[src/sv/pcc_pkg.sv]
// Types, codes and helper functions of the path component checker.
package pcc_pkg;

	typedef enum logic [2:0] {
		PH_START     = 3'd0,
		PH_SLASH     = 3'd1,
		PH_S_DOT     = 3'd2,
		PH_S_DOTDOT  = 3'd3,
		PH_PLAIN     = 3'd4,
		PH_SL_DOT    = 3'd5,
		PH_SL_DOTDOT = 3'd6
	} phase_t;

	typedef enum logic [2:0] {
		VD_OK       = 3'd0,
		VD_PIPE     = 3'd1,
		VD_CONTROL  = 3'd2,
		VD_DOT      = 3'd3,
		VD_DOTDOT   = 3'd4,
		VD_DBLSLASH = 3'd5,
		VD_EIGHTBIT = 3'd6
	} verdict_t;

	localparam logic KIND_OVERLONG = 1'b0;
	localparam logic KIND_8BIT     = 1'b1;

	localparam logic [7:0] CH_SLASH = 8'h2F;
	localparam logic [7:0] CH_DOT   = 8'h2E;
	localparam logic [7:0] CH_PIPE  = 8'h7C;
	localparam logic [7:0] CH_SPACE = 8'h20;

	// Per-string checker state.
	typedef struct packed {
		logic       err;
		verdict_t   code;
		logic       kind;
		logic [7:0] byte_val;
		phase_t     phase;
		logic [7:0] lead;
		logic       lead_v;
	} str_state_t;

	// One verdict as it leaves the block.
	typedef struct packed {
		verdict_t   code;
		logic       kind;
		logic [7:0] byte_val;
	} result_t;

	localparam str_state_t STATE_CLEAR = '{
		err: 1'b0, code: VD_OK, kind: 1'b0, byte_val: 8'h00,
		phase: PH_START, lead: 8'h00, lead_v: 1'b0
	};

	// A lead byte that may open an overlong sequence.
	function automatic logic is_lead(input logic [7:0] c);
		is_lead = (c & 8'hC2) == 8'hC0;
	endfunction

	function automatic logic is_overlong(input logic [7:0] lead, input logic [7:0] nxt);
		logic ovl;
		ovl = 1'b0;
		if (is_lead(lead) && ((nxt & 8'hC0) == 8'h80)) begin
			if ((lead & 8'h3E) == 8'h00)
				ovl = 1'b1;
			else if (lead == 8'hE0 && (nxt & 8'h20) == 8'h00)
				ovl = 1'b1;
			else if (lead == 8'hF0 && (nxt & 8'h30) == 8'h00)
				ovl = 1'b1;
			else if (lead == 8'hF8 && (nxt & 8'h38) == 8'h00)
				ovl = 1'b1;
			else if (lead == 8'hFC && (nxt & 8'h3C) == 8'h00)
				ovl = 1'b1;
		end
		is_overlong = ovl;
	endfunction

endpackage

[src/sv/path_component_checker_top.sv]
// Top level of the path component checker: input register, judge, result register.
//
//  channel | direction | handshake            | payload
//  --------+-----------+----------------------+-------------------------------------
//  in      | to block  | in_valid / in_stall  | char_byte, last
//  out     | from block| out_valid / out_stall| verdict, eight_bit_kind, offending_byte
//  cfg     | to block  | cfg_valid / cfg_ready| cfg_data (allow_eight_bit)
//
// One byte per cycle sustained while no last byte waits on a stalled result: a request
// sits in the input register, where the judge updates the string state in a single pass.
// A verdict goes from the judge into the result register when the string's last byte
// advances out of the input register.
// Reset (arst_n low) clears both valid bits, the string state and allow_eight_bit.
// A stalled result holds the result register; only a last byte then waits,
// other bytes keep flowing since they produce no result.
module path_component_checker_top (
	input  logic       clk,
	input  logic       arst_n,
	input  logic       in_valid,
	output logic       in_stall,
	input  logic [7:0] char_byte,
	input  logic       last,
	output logic       out_valid,
	input  logic       out_stall,
	output logic [2:0] verdict,
	output logic       eight_bit_kind,
	output logic [7:0] offending_byte,
	input  logic       cfg_valid,
	output logic       cfg_ready,
	input  logic       cfg_data
);

	// configuration
	logic allow_q;

	// input register
	logic       valid_s1;
	logic [7:0] byte_s1;
	logic       last_s1;

	// string state and result register
	pcc_pkg::str_state_t state_q;
	pcc_pkg::str_state_t state_next;
	pcc_pkg::result_t    res;
	pcc_pkg::result_t    res_s2;
	logic                valid_s2;

	logic out_free;
	logic adv;

	assign cfg_ready = 1'b1;

	always_ff @(posedge clk or negedge arst_n) begin
		if (!arst_n)
			allow_q <= 1'b0;
		else if (cfg_valid)
			allow_q <= cfg_data;
	end

	// The result register is free when empty or being drained this cycle.
	assign out_free = !valid_s2 || !out_stall;
	// Advance the held byte; only a last byte needs room for its verdict.
	assign adv      = valid_s1 && (!last_s1 || out_free);
	assign in_stall = valid_s1 && !adv;

	// Load a new request whenever the input register is not held.
	always_ff @(posedge clk or negedge arst_n) begin
		if (!arst_n)
			valid_s1 <= 1'b0;
		else if (!in_stall)
			valid_s1 <= in_valid;
	end

	always_ff @(posedge clk) begin
		if (!in_stall && in_valid) begin
			byte_s1 <= char_byte;
			last_s1 <= last;
		end
	end

	pcc_judge u_judge (
		.st              (state_q),
		.char_byte       (byte_s1),
		.last            (last_s1),
		.allow_eight_bit (allow_q),
		.st_next         (state_next),
		.res             (res)
	);

	// String state advances with each judged byte and clears after the last.
	always_ff @(posedge clk or negedge arst_n) begin
		if (!arst_n)
			state_q <= pcc_pkg::STATE_CLEAR;
		else if (adv)
			state_q <= state_next;
	end

	// Result register: fill on a judged last byte, drop once taken.
	always_ff @(posedge clk or negedge arst_n) begin
		if (!arst_n)
			valid_s2 <= 1'b0;
		else if (adv && last_s1)
			valid_s2 <= 1'b1;
		else if (!out_stall)
			valid_s2 <= 1'b0;
	end

	always_ff @(posedge clk) begin
		if (adv && last_s1)
			res_s2 <= res;
	end

	assign out_valid      = valid_s2;
	assign verdict        = res_s2.code;
	assign eight_bit_kind = res_s2.kind;
	assign offending_byte = res_s2.byte_val;

endmodule

[src/sv/pcc_judge.sv]
// Next-state and verdict logic for one byte of a path string.
module pcc_judge (
	input  pcc_pkg::str_state_t st,
	input  logic [7:0]          char_byte,
	input  logic                last,
	input  logic                allow_eight_bit,
	output pcc_pkg::str_state_t st_next,
	output pcc_pkg::result_t    res
);

	pcc_pkg::str_state_t ns;
	logic                done;

	always_comb begin
		ns   = st;
		done = 1'b0;

		if (!st.err) begin
			// settle a held lead byte against its follower
			if (st.lead_v) begin
				ns.lead_v = 1'b0;
				if (pcc_pkg::is_overlong(st.lead, char_byte)) begin
					ns.err      = 1'b1;
					ns.code     = pcc_pkg::VD_EIGHTBIT;
					ns.kind     = pcc_pkg::KIND_OVERLONG;
					ns.byte_val = st.lead;
					done        = 1'b1;
				end else if (!allow_eight_bit) begin
					ns.err      = 1'b1;
					ns.code     = pcc_pkg::VD_EIGHTBIT;
					ns.kind     = pcc_pkg::KIND_8BIT;
					ns.byte_val = st.lead;
					done        = 1'b1;
				end
			end

			// component tracking
			if (!done) begin
				if (char_byte == pcc_pkg::CH_SLASH) begin
					case (st.phase)
						pcc_pkg::PH_SLASH: begin
							ns.err = 1'b1; ns.code = pcc_pkg::VD_DBLSLASH;
							ns.kind = 1'b0; ns.byte_val = pcc_pkg::CH_SLASH;
							done = 1'b1;
						end
						pcc_pkg::PH_S_DOT, pcc_pkg::PH_SL_DOT: begin
							ns.err = 1'b1; ns.code = pcc_pkg::VD_DOT; ns.kind = 1'b0;
							ns.byte_val = (st.phase == pcc_pkg::PH_S_DOT) ?
								pcc_pkg::CH_DOT : pcc_pkg::CH_SLASH;
							done = 1'b1;
						end
						pcc_pkg::PH_S_DOTDOT, pcc_pkg::PH_SL_DOTDOT: begin
							ns.err = 1'b1; ns.code = pcc_pkg::VD_DOTDOT; ns.kind = 1'b0;
							ns.byte_val = (st.phase == pcc_pkg::PH_S_DOTDOT) ?
								pcc_pkg::CH_DOT : pcc_pkg::CH_SLASH;
							done = 1'b1;
						end
						default: ns.phase = pcc_pkg::PH_SLASH;
					endcase
				end else if (char_byte == pcc_pkg::CH_DOT) begin
					case (st.phase)
						pcc_pkg::PH_START:  ns.phase = pcc_pkg::PH_S_DOT;
						pcc_pkg::PH_SLASH:  ns.phase = pcc_pkg::PH_SL_DOT;
						pcc_pkg::PH_S_DOT:  ns.phase = pcc_pkg::PH_S_DOTDOT;
						pcc_pkg::PH_SL_DOT: ns.phase = pcc_pkg::PH_SL_DOTDOT;
						default:            ns.phase = pcc_pkg::PH_PLAIN;
					endcase
				end else begin
					ns.phase = pcc_pkg::PH_PLAIN;
				end
			end

			// the byte on its own
			if (!done) begin
				if (char_byte == pcc_pkg::CH_PIPE) begin
					ns.err = 1'b1; ns.code = pcc_pkg::VD_PIPE;
					ns.kind = 1'b0; ns.byte_val = char_byte;
				end else if (char_byte < pcc_pkg::CH_SPACE) begin
					ns.err = 1'b1; ns.code = pcc_pkg::VD_CONTROL;
					ns.kind = 1'b0; ns.byte_val = char_byte;
				end else if (char_byte[7]) begin
					if (pcc_pkg::is_lead(char_byte)) begin
						ns.lead   = char_byte;
						ns.lead_v = 1'b1;
					end else if (!allow_eight_bit) begin
						ns.err = 1'b1; ns.code = pcc_pkg::VD_EIGHTBIT;
						ns.kind = pcc_pkg::KIND_8BIT; ns.byte_val = char_byte;
					end
				end
			end
		end

		// end of string: settle what is still open
		if (last && !ns.err) begin
			if (ns.lead_v) begin
				if (!allow_eight_bit) begin
					ns.err = 1'b1; ns.code = pcc_pkg::VD_EIGHTBIT;
					ns.kind = pcc_pkg::KIND_8BIT; ns.byte_val = ns.lead;
				end
			end else if (ns.phase == pcc_pkg::PH_S_DOT || ns.phase == pcc_pkg::PH_SL_DOT) begin
				ns.err = 1'b1; ns.code = pcc_pkg::VD_DOT; ns.kind = 1'b0;
				ns.byte_val = (ns.phase == pcc_pkg::PH_S_DOT) ?
					pcc_pkg::CH_DOT : pcc_pkg::CH_SLASH;
			end else if (ns.phase == pcc_pkg::PH_S_DOTDOT ||
				ns.phase == pcc_pkg::PH_SL_DOTDOT) begin
				ns.err = 1'b1; ns.code = pcc_pkg::VD_DOTDOT; ns.kind = 1'b0;
				ns.byte_val = (ns.phase == pcc_pkg::PH_S_DOTDOT) ?
					pcc_pkg::CH_DOT : pcc_pkg::CH_SLASH;
			end
		end

		if (ns.err) begin
			res.code     = ns.code;
			res.kind     = (ns.code == pcc_pkg::VD_EIGHTBIT) ? ns.kind : 1'b0;
			res.byte_val = ns.byte_val;
		end else begin
			res.code     = pcc_pkg::VD_OK;
			res.kind     = 1'b0;
			res.byte_val = 8'h00;
		end

		st_next = last ? pcc_pkg::STATE_CLEAR : ns;
	end

endmodule

[config.mk]
export PLATFORM = sky130hd
export DESIGN_NAME = path_component_checker_top
export DESIGN_NICKNAME = d
export VERILOG_FILES = /design/src/sv/pcc_pkg.sv /design/src/sv/path_component_checker_top.sv /design/src/sv/pcc_judge.sv
export SDC_FILE = /design/constraint.sdc
export NUM_CORES = 1
export LEC_CHECK = 0
export BUFFER_PORTS_ARGS = -buffer_cell sky130_fd_sc_hd__buf_2
export CAP_MARGIN = 10
export CORE_MARGIN = 1
export CORE_UTILIZATION = 25
export DETAILED_ROUTE_END_ITERATION = 7
export PLACE_DENSITY = 0.41
export SYNTH_ARGS = -nofsm -noshare
export SYNTH_HDL_FRONTEND = slang
export SYNTH_SLANG_ARGS = --single-unit
[constraint.sdc]
create_clock -name clk -period 3.3 [get_ports clk]
set_clock_uncertainty 0.15 [all_clocks]
set_input_delay 0.66 -clock clk [delete_from_list [all_inputs] [get_ports clk]]
set_output_delay 0.66 -clock clk [all_outputs]
set_load 0.05 [all_outputs]
### After elaboration in Yosys (flattened, before gate mapping)

Cells that the tools add are included.

| operators by class | value |
|---|---|
| $lt $le $gt $ge | 1 |
| equal/unequal tests | 21 |
| multiplexer cells | 50 |
| reduce and logical (&&, ||, !) cells | 30 |

Operator list:

| kind | number |
|---|---|
| $mux 13 | 15 |
| $mux 25 | 2 |
| $mux 9 | 5 |
| $logic_not 8->1 | 5 |
| $pmux 13 s3 | 1 |
| $eq 8x8->1 const B | 4 |
| $mux 1 | 22 |
| $eq 3x3->1 const B | 7 |
| $eq 8x6->1 const B | 2 |
| $mux 16 | 1 |
| $eq 3x2->1 const B | 4 |
| $pmux 3 s4 | 1 |
| $logic_and 1x1->1 | 10 |
| $mux 3 | 3 |
| $eq 8x7->1 const B | 1 |
| $lt 8x6->1 const B | 1 |
| $logic_not 1->1 | 6 |
| $reduce_or 5->1 | 1 |
| $logic_or 1x1->1 | 4 |
| $reduce_or 2->1 | 2 |
| $eq 3x1->1 const B | 1 |
| $logic_not 3->1 | 1 |
| $eq 2x2->1 const B | 1 |
| $ne 2x1->1 const B | 1 |
| $reduce_and 2->1 | 1 |

| storage, ports and cells | value |
|---|---|
| register bits | 49 |
| output and inout bits | 15 |
| logic and storage cells | 117 |

### Depth between registers and ports, before layout

Gate-level depths: netlist (run 1).

| depth | value |
|---|---|
| depth after elaboration | 30 |
| mapped depth | 9 |

### Hierarchy

From an unflattened synthesis (run 1), not the netlist that was laid out.

| second synthesis, totals | value |
|---|---|
| cell total of the unflattened synthesis | 421 |
| area, all modules | 3729.8 um^2 |

By module, submodules not included:

| module | instances | cells each | area each (um^2) | sequential area each (um^2) |
|---|---|---|---|---|
| path_component_checker_top | 1 | 179 | 2223.4 | 1331.3 |
| pcc_judge | 1 | 242 | 1506.4 | 0.0 |

### Least setup slack after synthesis (run 1)

No wires, ideal clock.

| timing path | value |
|---|---|
| path kind | reg2reg |
| start | reg byte_s1[6] |
| end | reg res_s2 (netlist bit offending_byte[0]) (data pin) |
| setup time | 268 ps |
| arrival time | 2556 ps |
| slack | 326 ps |
| stages on the path, launching flop included | 10 |
| path buffers | 3 |
| clock period less this slack | 2974 ps |
| cell sequence | edfxtp_1 > buf_6 > or4b_1 > buf_2 > or3_4 > or3_4 > and3_1 > buf_6 > nor3_4 > nor3_1 |

| between the ends | value |
|---|---|
| longest elaborated chain between the ends | 21 |
| elaborated cells between the ends (all ways) | 50 |
| those cells by class | order compare (1); eq/ne (9); mux (35); reduce/logical (5) |

Ends and longest elaborated chain:

| element | RTL line | RTL |
|---|---|---|
| start: declaration | path_component_checker_top.sv:38 | `logic [7:0] byte_s1;` |
| start signal: assignment | path_component_checker_top.sv:76 | `byte_s1 <= char_byte;` |
| $eq 2x2->1 | pcc_pkg.sv:63 | `if (is_lead(lead) && ((nxt & 8'hC0) == 8'h80)) begin` |
| $logic_and 1x1->1 | pcc_pkg.sv:63 |  |
| $mux 1 | pcc_pkg.sv:63 |  |
| $mux 1 | pcc_judge.sv:20 | `if (st.lead_v) begin` |
| $mux 1 | pcc_judge.sv:18 | `if (!st.err) begin` |
| $mux 13 | pcc_judge.sv:22 | `if (pcc_pkg::is_overlong(st.lead, char_byte)) begin` |
| $mux 13 | pcc_judge.sv:20 |  |
| $pmux 13 s3 | pcc_judge.sv:40 | `case (st.phase)` |
| [5 not listed] | - |  |
| $mux 13 | pcc_judge.sv:78 | `end else if (char_byte < pcc_pkg::CH_SPACE) begin` |
| $mux 13 | pcc_judge.sv:75 | `if (char_byte == pcc_pkg::CH_PIPE) begin` |
| $mux 13 | pcc_judge.sv:74 | `if (!done) begin` |
| $mux 25 * | pcc_judge.sv:18 |  |
| $mux 13 | pcc_judge.sv:104 | `end else if (ns.phase == pcc_pkg::PH_S_DOTDOT \|\|` |
| $mux 13 | pcc_judge.sv:100 | `end else if (ns.phase == pcc_pkg::PH_S_DOT \|\| ns.phase == pcc_pkg::PH_SL_DOT) begin` |
| $mux 13 | pcc_judge.sv:95 | `if (ns.lead_v) begin` |
| $mux 13 * | pcc_judge.sv:94 | `if (last && !ns.err) begin` |
| end signal: assignment | path_component_checker_top.sv:110 | `res_s2 <= res;` |
| end: declaration | path_component_checker_top.sv:45 | `pcc_pkg::result_t res_s2;` |

Mark *: on every way between the ends. The rest lies on a longest branch, timed or not. The select of a mux whose other input is x is not followed.
A chain may end at the register's enable or synchronous reset.

### Worst setup path in the final report (run 1)

| timing path | value |
|---|---|
| start | reg byte_s1[6] |
| end | reg res_s2 (netlist bit offending_byte[3]) (data pin) |

Same word-level chain as after synthesis.

==> out/metrics.csv, run 1 <==
stage,metric,value,unit
status,status,completed,
yosys,Mean Syn Cell Area,9.15,um^2
hold_path,Hold Crit Class,input pin to async pin,
yosys,post-synth top area share,23.6,%
run,Max Cap Violations,0,
power,Psw,0.595,mW
placement,placed cell count,501,
cells_and_area,nets,380,
power,Clk pwr share,29.5,%
clocking,CTS tree,built,
cells_and_area,ANT cells,0,
cells_and_area,FF+latch area,1330,um^2
clocking,cts repair resizes,0,
floorplanning,Die Width,111,um
yosys,Post-Synthesis Cells,324,
yosys,"Async S/R FF share, synth",57.1,%
power,total power,1.75,mW
critical_path,"slowest stage delay, CP",0.58,ns
power,Cell Int Power,1.16,mW
routing,final WL,9750,um
global_routing,first-pass GRT wire length,15400,um
power,power share of the sequential group,43.4,%
clocking,# H-tree levels,2,
clocking,clock slew at reported path FFs,0.07,ns
critical_path,crit-path max FO,7,
routing,DR vias/cell,5.42,
critical_path,element type at the critical path end,register,
critical_path,crit path buf inv count,1,
critical_path,CP required,3.27,ns
clocking,postcts setup bufs,0,
timing,FMAX,0.322,GHz
yosys,Synth top cells by count,"30 x nor2_1, 30 x o21ai_0, 28 x dfrtp_1",
power,P_leak,1.40,nW
timing,Hold Worst Slack,0.284,ns
timing,"Slew Viols, Final",0,
timing,setup TNS,0,ns
power,Gate power share,27.0,%
routing,detailed-route DRC error count,0,
global_routing,grt total ovfl,0,
floorplanning,I/O pins,30,
critical_path,crit path kind,register to register,
floorplanning,num rows,39,
cells_and_area,multi-input logic area,1500,um^2
clocking,Num CTS Buffers,5,
critical_path,Worst Path Arrival,3.08,ns
floorplanning,height of the die,111,um
clocking,Sink Count,49,
power,Sw Share,33.9,%
timing,final setup violation count,0,
floorplanning,initial core utilization,25.8,%
global_routing,All-Layer GR Usage,16.3,%
routing,drt pass-1 iters,4,
critical_path,Crit path max-delay family,simple AND/OR/NAND/NOR gates,
yosys,Post-synth top flop,dfrtp_1,
power,Power per Cell Area,499,nW/um^2
routing,WL/cell,19.2,um
floorplanning,die area,12300,um^2
placement,Routability Congestion,0.930,
routing,Routed Antenna Nets,0,
critical_path,Critical Path Slowest Stage Cell,nor3_1,
yosys,sequential area share after synthesis,44.9,%
yosys,biggest area consumer among synthesized cells,dfrtp_1,
yosys,"Cell Area, Synth",2960,um^2
yosys,syn_nets,339,
timing,worst slew pin tran,0.779,ns
critical_path,"Cell Chain, Critical Path",buf_4 > and4bb_2 > nand3_1 > o31ai_2 > o41ai_1 > nor3_1 > nor2_1 > a211oi_1,
clocking,"Hold-fix buffers, CTS",0,
global_routing,initial antenna violation count,0,
clocking,CTS root buf,clkbuf_16,
cells_and_area,final non-filler cell total,509,
cells_and_area,layout cell share with drive strength beyond 1,19.4,%
cells_and_area,# fillers,1216,
floorplanning,core area,11500,um^2
yosys,"EDFF count, synth",21,
timing,RSZ-0062 raised after global routing,no,
placement,Post-DP HPWL,7400,um
yosys,ranking of synthesized cells by area,"dfrtp_1 24%, edfxtp_1 21%, o21ai_0 5.1%",
cells_and_area,P&R area growth vs syn,18.6,%
yosys,"FF+latch count, synth",49,
timing,Tcrit/Tclk final,94.2,%
global_routing,number of global-route vias before repair,2715,
timing,"Hold Violations, Final",0,
yosys,yosys warns,0,
clocking,clock latency on the worst-skew pair,0.29,ns
clocking,Max clock buf depth,2,
timing,slew margin rel.,46.7,%
critical_path,Worst Setup Start Kind,register,
placement,I/O Buffers,28,
routing,via count,2759,
routing,Initial DRC Count,139,
global_routing,largest net degree at the start of global routing,29,
yosys,Yosys cell types,63,
power,maximum VDD drop,0.000234,V
timing,minimum clock period,3.11,ns
layout by cell type, fill, tap and decap left out, drive strengths merged, types with 9 or more instances in the layout:
| cell type | instances |
|---|---|
| a21oi | 20 |
| inv | 11 |
| nor3 | 11 |
| buf | 52 |
| nand2 | 24 |
| o31ai | 9 |
| nand3 | 10 |
| edfxtp | 21 |
| o21ai | 31 |
| nor2 | 30 |
| dfrtp | 28 |
kinds of logic after synthesis:
kind of cell | Yosys count | share of synthesized area, %
compound gates | 121 | 27.5
buf+inv | 29 | 4.35
flops | 49 | 44.9
mux | 4 | 1.44
other cells | 1 | 0.127
simple gates | 120 | 21.7
registers in the layout (all words and copies together), names as in the netlist:
name / cells
state_q: 25
byte_s1: 8
offending_byte: 8
verdict: 3
allow_q: 1
eight_bit_kind: 1
last_s1: 1
out_valid: 1
valid_s1: 1
metrics by stage:
step	utilization, %	cell area, um^2	setup WS, ns
2_1_floorplan	-	2960	0.326
6_report	30.7	3520	0.193
3_3_place_gp	29.4	3380	0.316
5_1_grt	30.7	3520	0.00640
4_1_cts	30.7	3520	0.217
3_5_place_dp	29.4	3380	0.238
layer usage:
layer	up-vias	GRT usage, %	routed length, um
li1	1308	-	-
met1	1327	22.2	4530
met2	111	25.7	4420
met3	13	3.55	631
met4	0	5.24	175
met5	-	0	0
path summary, 6_finish.rpt:
| kind | start | depth (start not counted) | slack [ns] | to |
|---|---|---|---|---|
| setup / recovery | byte_s1[6] | 8 | 0.19 | offending_byte[3] |
| hold / removal | arst_n | 1 | 0.28 | state_q[9] |
| setup reg to reg | byte_s1[6] | 8 | 0.19 | offending_byte[3] |
| hold reg to reg | state_q[19] | 2 | 0.34 | state_q[19] |
| max in group asynchronous | arst_n | 1 | 2.24 | state_q[2] |
| min in group clk | state_q[19] | 2 | 0.34 | state_q[19] |
cell type report:
type | count | area share, %
inverter | 11 | 1.17
clock buffer | 7 | 3.77
multi-input combinational | 246 | 42.8
clock inverter | 1 | 0.214
timing repair buffer | 52 | 9.11
sequential | 49 | 37.9
tap | 143 | 5.09
power groups by stage:
stage	sequential (mW)	clock, mW	combinational, mW
4_1_cts	0.762	0.526	0.472
3_5_place_dp	0.772	0	0.471
2_1_floorplan	0.804	0	0.275
3_3_place_gp	0.774	0	0.473
6_report	0.762	0.518	0.474
5_1_grt	0.770	0.556	0.517
Power figures use the tool's default switching activity.
==> run 2: changes to the inputs <==
--- a/config.mk
+++ b/config.mk
@@ -7,8 +7,10 @@
 export LEC_CHECK = 0
 export BUFFER_PORTS_ARGS = -buffer_cell sky130_fd_sc_hd__buf_2
 export CAP_MARGIN = 10
+export CORE_ASPECT_RATIO = 1.5
 export CORE_MARGIN = 1
 export CORE_UTILIZATION = 25
+export CTS_BUF_LIST = sky130_fd_sc_hd__clkbuf_16
 export DETAILED_ROUTE_END_ITERATION = 7
 export PLACE_DENSITY = 0.41
 export SYNTH_ARGS = -nofsm -noshare
==> run 2 against run 1 <==
  * Fmax shrank 0.64%
  * Cell count grew 0.79%
  * Flip-flop and latch count is the same
  * Largest power group unchanged
==> out/metrics.csv, run 2 (synthesis results as in run 1) <==
stage,metric,value,unit,change
critical_path,element type at the critical path end,register,,unchanged
cells_and_area,layout cell share with drive strength beyond 1,19.8,%,was 19.4%
clocking,clock slew at reported path FFs,0.07,ns,about the same
routing,drt pass-1 iters,4,,unchanged
routing,final WL,10200,um,was 9750 um
routing,Initial DRC Count,271,,was 139
global_routing,largest net degree at the start of global routing,29,,unchanged
power,Power per Cell Area,500,nW/um^2,was 499 nW/um^2
cells_and_area,ANT cells,0,,unchanged
clocking,CTS root buf,clkbuf_16,,unchanged
floorplanning,Die Width,90.9,um,was 111 um
status,status,completed,,unchanged
timing,minimum clock period,3.13,ns,was 3.11 ns
critical_path,crit path kind,register to register,,unchanged
floorplanning,initial core utilization,25.7,%,was 25.8%
cells_and_area,Largest register FFs,25,,unchanged
critical_path,Worst Setup Start Kind,register,,unchanged
timing,RSZ-0062 raised after global routing,no,,unchanged
timing,FMAX,0.320,GHz,was 0.322 GHz
timing,worst slew pin tran,0.747,ns,was 0.779 ns
global_routing,first-pass GRT wire length,16000,um,"was 15,400 um"
clocking,Max clock buf depth,2,,unchanged
timing,fin worst setup slack,0.173,ns,was 0.193 ns
floorplanning,die area,12300,um^2,about the same
placement,Post-DP HPWL,7810,um,was 7400 um
timing,"Slew Viols, Final",0,,unchanged
timing,final setup violation count,0,,unchanged
clocking,clock latency on the worst-skew pair,0.30,ns,was 0.29 ns
critical_path,crit-path max FO,8,,was 7
clocking,postcts setup bufs,0,,unchanged
placement,placed inst area,3360,um^2,was 3380 um^2
run,Max Cap Violations,0,,unchanged
routing,Routed Antenna Nets,0,,unchanged
placement,Place WS,-0.0715,ns,was 0.238 ns
cells_and_area,final non-filler cell total,513,,was 509
power,total power,1.76,mW,was 1.75 mW
global_routing,All-Layer GR Usage,17.3,%,was 16.3%
placement,Routability Congestion,0.873,,was 0.930
timing,Tcrit/Tclk final,94.8,%,was 94.2%
routing,via count,2785,,"was 2,759"
clocking,Num CTS Buffers,5,,unchanged
cells_and_area,"Core Util, Final",30.5,%,was 30.7%
global_routing,initial antenna violation count,0,,unchanged
cells_and_area,# fillers,1261,,"was 1,216"
floorplanning,num rows,48,,was 39
placement,I/O Buffers,28,,unchanged
clocking,Sink Count,49,,unchanged
global_routing,number of global-route vias before repair,2808,,"was 2,715"
routing,WL/cell,19.8,um,was 19.2 um
critical_path,CP required,3.19,ns,was 3.27 ns
timing,slew margin rel.,50.2,%,was 46.7%
routing,detailed-route DRC error count,0,,unchanged
floorplanning,height of the die,135,um,was 111 um
hold_path,Hold Crit Class,input pin to async pin,,unchanged
cells_and_area,nets,377,,was 380
timing,Hold Worst Slack,0.259,ns,was 0.284 ns
clocking,CTS tree,built,,unchanged
power,maximum VDD drop,0.000213,V,was 0.000234 V
placement,placed cell count,505,,was 501
floorplanning,I/O pins,30,,unchanged
floorplanning,core area,11500,um^2,about the same
critical_path,Worst Path Arrival,3.02,ns,was 3.08 ns
clocking,# H-tree levels,2,,unchanged
routing,DR vias/cell,5.43,,was 5.42
timing,"Hold Violations, Final",0,,unchanged
power,P_leak,1.40,nW,about the same
global_routing,grt total ovfl,0,,unchanged
cells_and_area,"commonest cells after routing, fill and taps aside","30 x o21ai_0, 30 x nor2_1, 28 x dfrtp_1, 28 x buf_2, 24 x nand2_1",,"was 30 x o21ai_0, 30 x nor2_1, 28 x dfrtp_1, 28 x buf_2"
cells_and_area,Finished Cell Area,3520,um^2,about the same
cells_and_area,Biggest register,state_q,,unchanged
timing,setup TNS,0,ns,unchanged
cells_and_area,P&R area growth vs syn,18.8,%,was 18.6%
## run 2: worst max-delay path, cell delays in order, from the launching register on
cell,delay (ns)
edfxtp_1,0.49
or4b_1,0.62
or3_4,0.43
or3_4,0.43
nand4b_1,0.20
nor3_2,0.13
nor3_4,0.31
nor3_1,0.11
## run 2: timing repair
item / in CTS / in global routing
endpoints found under the setup margin: 1 / 5
gates resized for setup: 1 / 3
hold buffers: 0 / 0
## run 2: final timing paths
check,from,to,slack (ns),cells after the start
min in group clk,state_q[19],state_q[19],0.34,2
max reg2reg,byte_s1[6],offending_byte[0],0.17,7
min,arst_n,state_q[11],0.26,1
min reg2reg,state_q[19],state_q[19],0.34,2
max,byte_s1[6],offending_byte[0],0.17,7
max in group asynchronous,arst_n,state_q[19],2.25,1
## run 2: final cells by class
| class | instances | area [um^2] | share of cell area [%] |
|---|---|---|---|
| clock buffer | 5 | 125 | 3.55 |
| clock inverter | 3 | 17.5 | 0.497 |
| inverter | 11 | 41.3 | 1.17 |
| multi-input combinational | 246 | 1520 | 43.2 |
| sequential | 49 | 1330 | 37.8 |
| tap | 150 | 188 | 5.33 |
| timing repair buffer | 49 | 298 | 8.45 |
## run 2: power breakdown
part / internal (mW) / leakage [nW] / switching [mW]
logic: 0.166 / 0.750 / 0.290
registers: 0.707 / 0.572 / 0.0730
clock network: 0.281 / 0.0754 / 0.246
total: 1.15 / 1.40 / 0.609
## run 2: layer usage
layer	global-route usage [%]	up-vias	routed length (um)
met5	0	-	0
met4	12.8	0	574
met3	2.86	29	288
met2	31.1	72	5330
met1	18.1	1368	3990
li1	-	1316	-
==> run 3: changes to the inputs <==
--- a/config.mk
+++ b/config.mk
@@ -7,12 +7,14 @@
 export LEC_CHECK = 0
 export BUFFER_PORTS_ARGS = -buffer_cell sky130_fd_sc_hd__buf_2
 export CAP_MARGIN = 10
+export CELL_PAD_IN_SITES_DETAIL_PLACEMENT = 1
+export CELL_PAD_IN_SITES_GLOBAL_PLACEMENT = 2
 export CORE_ASPECT_RATIO = 1.5
 export CORE_MARGIN = 1
 export CORE_UTILIZATION = 25
 export CTS_BUF_LIST = sky130_fd_sc_hd__clkbuf_16
 export DETAILED_ROUTE_END_ITERATION = 7
-export PLACE_DENSITY = 0.41
+export PLACE_DENSITY = 0.59
 export SYNTH_ARGS = -nofsm -noshare
 export SYNTH_HDL_FRONTEND = slang
 export SYNTH_SLANG_ARGS = --single-unit
==> run 3 against run 2 <==
  * Clock-buffer cell count unchanged
  * Combinational power grew 5.5%
  * Global-route usage increased by 1.2 points
  * Cell count rose by 0.97%
  * Power is 1.6% higher
  * Sequential share of layout area shrank 0.37 points
  * Routed wire length rose by 6.7%
  * Setup slack worse by 0.014 ns
  * Flip-flop and latch count unchanged
  * Fmax fell by 0.46%
==> out/metrics.csv, run 3 (synthesis results as in run 1) <==
stage,metric,value,unit,change
status,status,completed,,unchanged
cells_and_area,layout cell share with drive strength beyond 1,20.7,%,was 19.8%
global_routing,GRT busiest layer,met2,,unchanged
floorplanning,Die Width,90.9,um,unchanged
clocking,CTS tree,built,,unchanged
critical_path,"slowest stage delay, CP",0.70,ns,was 0.62 ns
routing,DR vias/cell,5.30,,was 5.43
global_routing,met3 usage,2.30,%,was 2.86%
timing,worst slew pin tran,0.781,ns,was 0.747 ns
power,maximum VDD drop,0.000230,V,was 0.000213 V
clocking,Num CTS Buffers,5,,unchanged
timing,slew margin rel.,47.5,%,was 50.2%
cells_and_area,Biggest register,state_q,,unchanged
critical_path,CP required,3.26,ns,was 3.19 ns
floorplanning,initial core utilization,25.7,%,unchanged
timing,setup TNS,0,ns,unchanged
cells_and_area,nets,382,,was 377
timing,Tcrit/Tclk final,95.2,%,was 94.8%
floorplanning,height of the die,135,um,unchanged
floorplanning,I/O pins,30,,unchanged
global_routing,initial antenna violation count,0,,unchanged
cells_and_area,"commonest cells after routing, fill and taps aside","30 x o21ai_0, 30 x nor2_1, 28 x dfrtp_1, 28 x buf_2, 26 x buf_4",,"was 30 x o21ai_0, 30 x nor2_1, 28 x dfrtp_1, 28 x buf_2, 24 x nand2_1"
clocking,clock slew at reported path FFs,0.07,ns,about the same
floorplanning,num rows,48,,unchanged
clocking,Sink Count,49,,unchanged
cells_and_area,"Core Util, Final",30.8,%,was 30.5%
clocking,clock latency on the worst-skew pair,0.29,ns,was 0.30 ns
critical_path,crit-path max FO,6,,was 8
timing,minimum clock period,3.14,ns,was 3.13 ns
cells_and_area,final non-filler cell total,518,,was 513
routing,Initial DRC Count,126,,was 271
global_routing,All-Layer GR Usage,18.6,%,was 17.3%
global_routing,largest net degree at the start of global routing,29,,unchanged
critical_path,crit path kind,register to register,,unchanged
power,P_leak,1.41,nW,was 1.40 nW
critical_path,element type at the critical path end,register,,unchanged
cells_and_area,ANT cells,0,,unchanged
placement,I/O Buffers,28,,unchanged
placement,Routability Congestion,0.821,,was 0.873
power,Power per Cell Area,503,nW/um^2,was 500 nW/um^2
cells_and_area,P&R area growth vs syn,20.0,%,was 18.8%
clocking,# H-tree levels,2,,unchanged
floorplanning,die area,12300,um^2,unchanged
critical_path,Critical Path Slowest Stage Cell,nor3_1,,was or4b_1
critical_path,"Cell Chain, Critical Path",nand3_1 > or4_1 > nand3_1 > nand4b_1 > nor3_1 > nor3_1 > a211oi_1,,was or4b_1 > or3_4 > or3_4 > nand4b_1 > nor3_2 > nor3_4 > nor3_1
power,total power,1.79,mW,was 1.76 mW
global_routing,met2 usage,35.0,%,was 31.1%
floorplanning,core area,11500,um^2,unchanged
timing,FMAX,0.318,GHz,was 0.320 GHz
global_routing,grt total ovfl,0,,unchanged
timing,"Slew Viols, Final",0,,unchanged
routing,Routed Antenna Nets,0,,unchanged
routing,final WL,10900,um,"was 10,200 um"
global_routing,first-pass GRT wire length,17000,um,"was 16,000 um"
placement,Post-DP HPWL,8490,um,was 7810 um
hold_path,Hold Crit Class,input pin to async pin,,unchanged
timing,"Hold Violations, Final",0,,unchanged
timing,RSZ-0062 raised after global routing,no,,unchanged
global_routing,grt met1 use,21.0,%,was 18.1%
run,Max Cap Violations,0,,unchanged
routing,via count,2747,,"was 2,785"
routing,detailed-route DRC error count,0,,unchanged
routing,drt pass-1 iters,4,,unchanged
placement,placed cell count,510,,was 505
critical_path,Worst Path Arrival,3.10,ns,was 3.02 ns
clocking,Max clock buf depth,2,,unchanged
clocking,CTS root buf,clkbuf_16,,unchanged
cells_and_area,Largest register FFs,25,,unchanged
global_routing,number of global-route vias before repair,2875,,"was 2,808"
routing,WL/cell,21.0,um,was 19.8 um
timing,final setup violation count,0,,unchanged
critical_path,Worst Setup Start Kind,register,,unchanged
run 3: cell types whose count changed in the layout (fill, tap and decap cells not counted):
cell | before | now
inv_1 | 12 | 11
inv_6 | 1 | 0
buf_4 | 21 | 26
nor3_1 | 9 | 10
clkinv_2 | 1 | 0
clkinvlp_4 | 0 | 2
nor4_1 | 2 | 3
nor3_2 | 1 | 0
nor4_2 | 2 | 1
inv_8 | 0 | 1
run 3: layer usage:
layer | part of all wire (%) | wire (um)
met1 | 39 | 4290
met2 | 55 | 6010
met3 | 2.7 | 288
met4 | 2.6 | 278
met5 | 0 | 0
run 3: critical path: cells and delay by family (launching register included):
| kind | cells | cell delay (ns) |
|---|---|---|
| AND/OR/NAND/NOR | 6 | 2.01 |
| flip-flops | 1 | 0.48 |
| AO/OA/AOI/OAI | 1 | 0.30 |
run 3: power breakdown:
group | internal (mW) | leakage, nW | switching, mW | total (mW)
combinational | 0.175 | 0.774 | 0.306 | 0.481
clock | 0.287 | 0.0680 | 0.249 | 0.536
sequential | 0.706 | 0.572 | 0.0680 | 0.774
run 3: path summary, 6_finish.rpt:
kind | end | cells after the start | slack [ns] | start
setup / recovery | offending_byte[5] | 7 | 0.16 | byte_s1[2]
hold / removal | allow_q | 1 | 0.26 | arst_n
setup reg to reg | offending_byte[5] | 7 | 0.16 | byte_s1[2]
hold reg to reg | state_q[19] | 2 | 0.35 | state_q[19]
max in group asynchronous | state_q[17] | 1 | 2.26 | arst_n
min in group clk | state_q[19] | 2 | 0.35 | state_q[19]
run 3: layout make-up:
class	count	area, um^2
repair buffers	54	335
multi-input cells	246	1510
clock buffers	5	125
clock inverters	3	26.3
fillers	1375	7970
inverters	11	41.3
flip-flops and latches	49	1330
well taps	150	188
run 3: repair_timing:
action | in CTS | in global routing
gates resized for setup | 0 | 2
endpoints found under the setup margin | 0 | 1
setup buffers | 0 | 0
hold buffers | 0 | 0
run 3: per-stage QoR:
step / setup WS [ns] / hold slack (ns) / instance area, um^2
3_5_place_dp: 0.0863 / 0.337 / 3400
4_1_cts: 0.0686 / 0.291 / 3550
2_1_floorplan: 0.326 / 0.214 / 2960
3_3_place_gp: 0.0165 / 0.321 / 3400
6_report: 0.158 / 0.262 / 3560
5_1_grt: 0.0188 / 0.320 / 3560
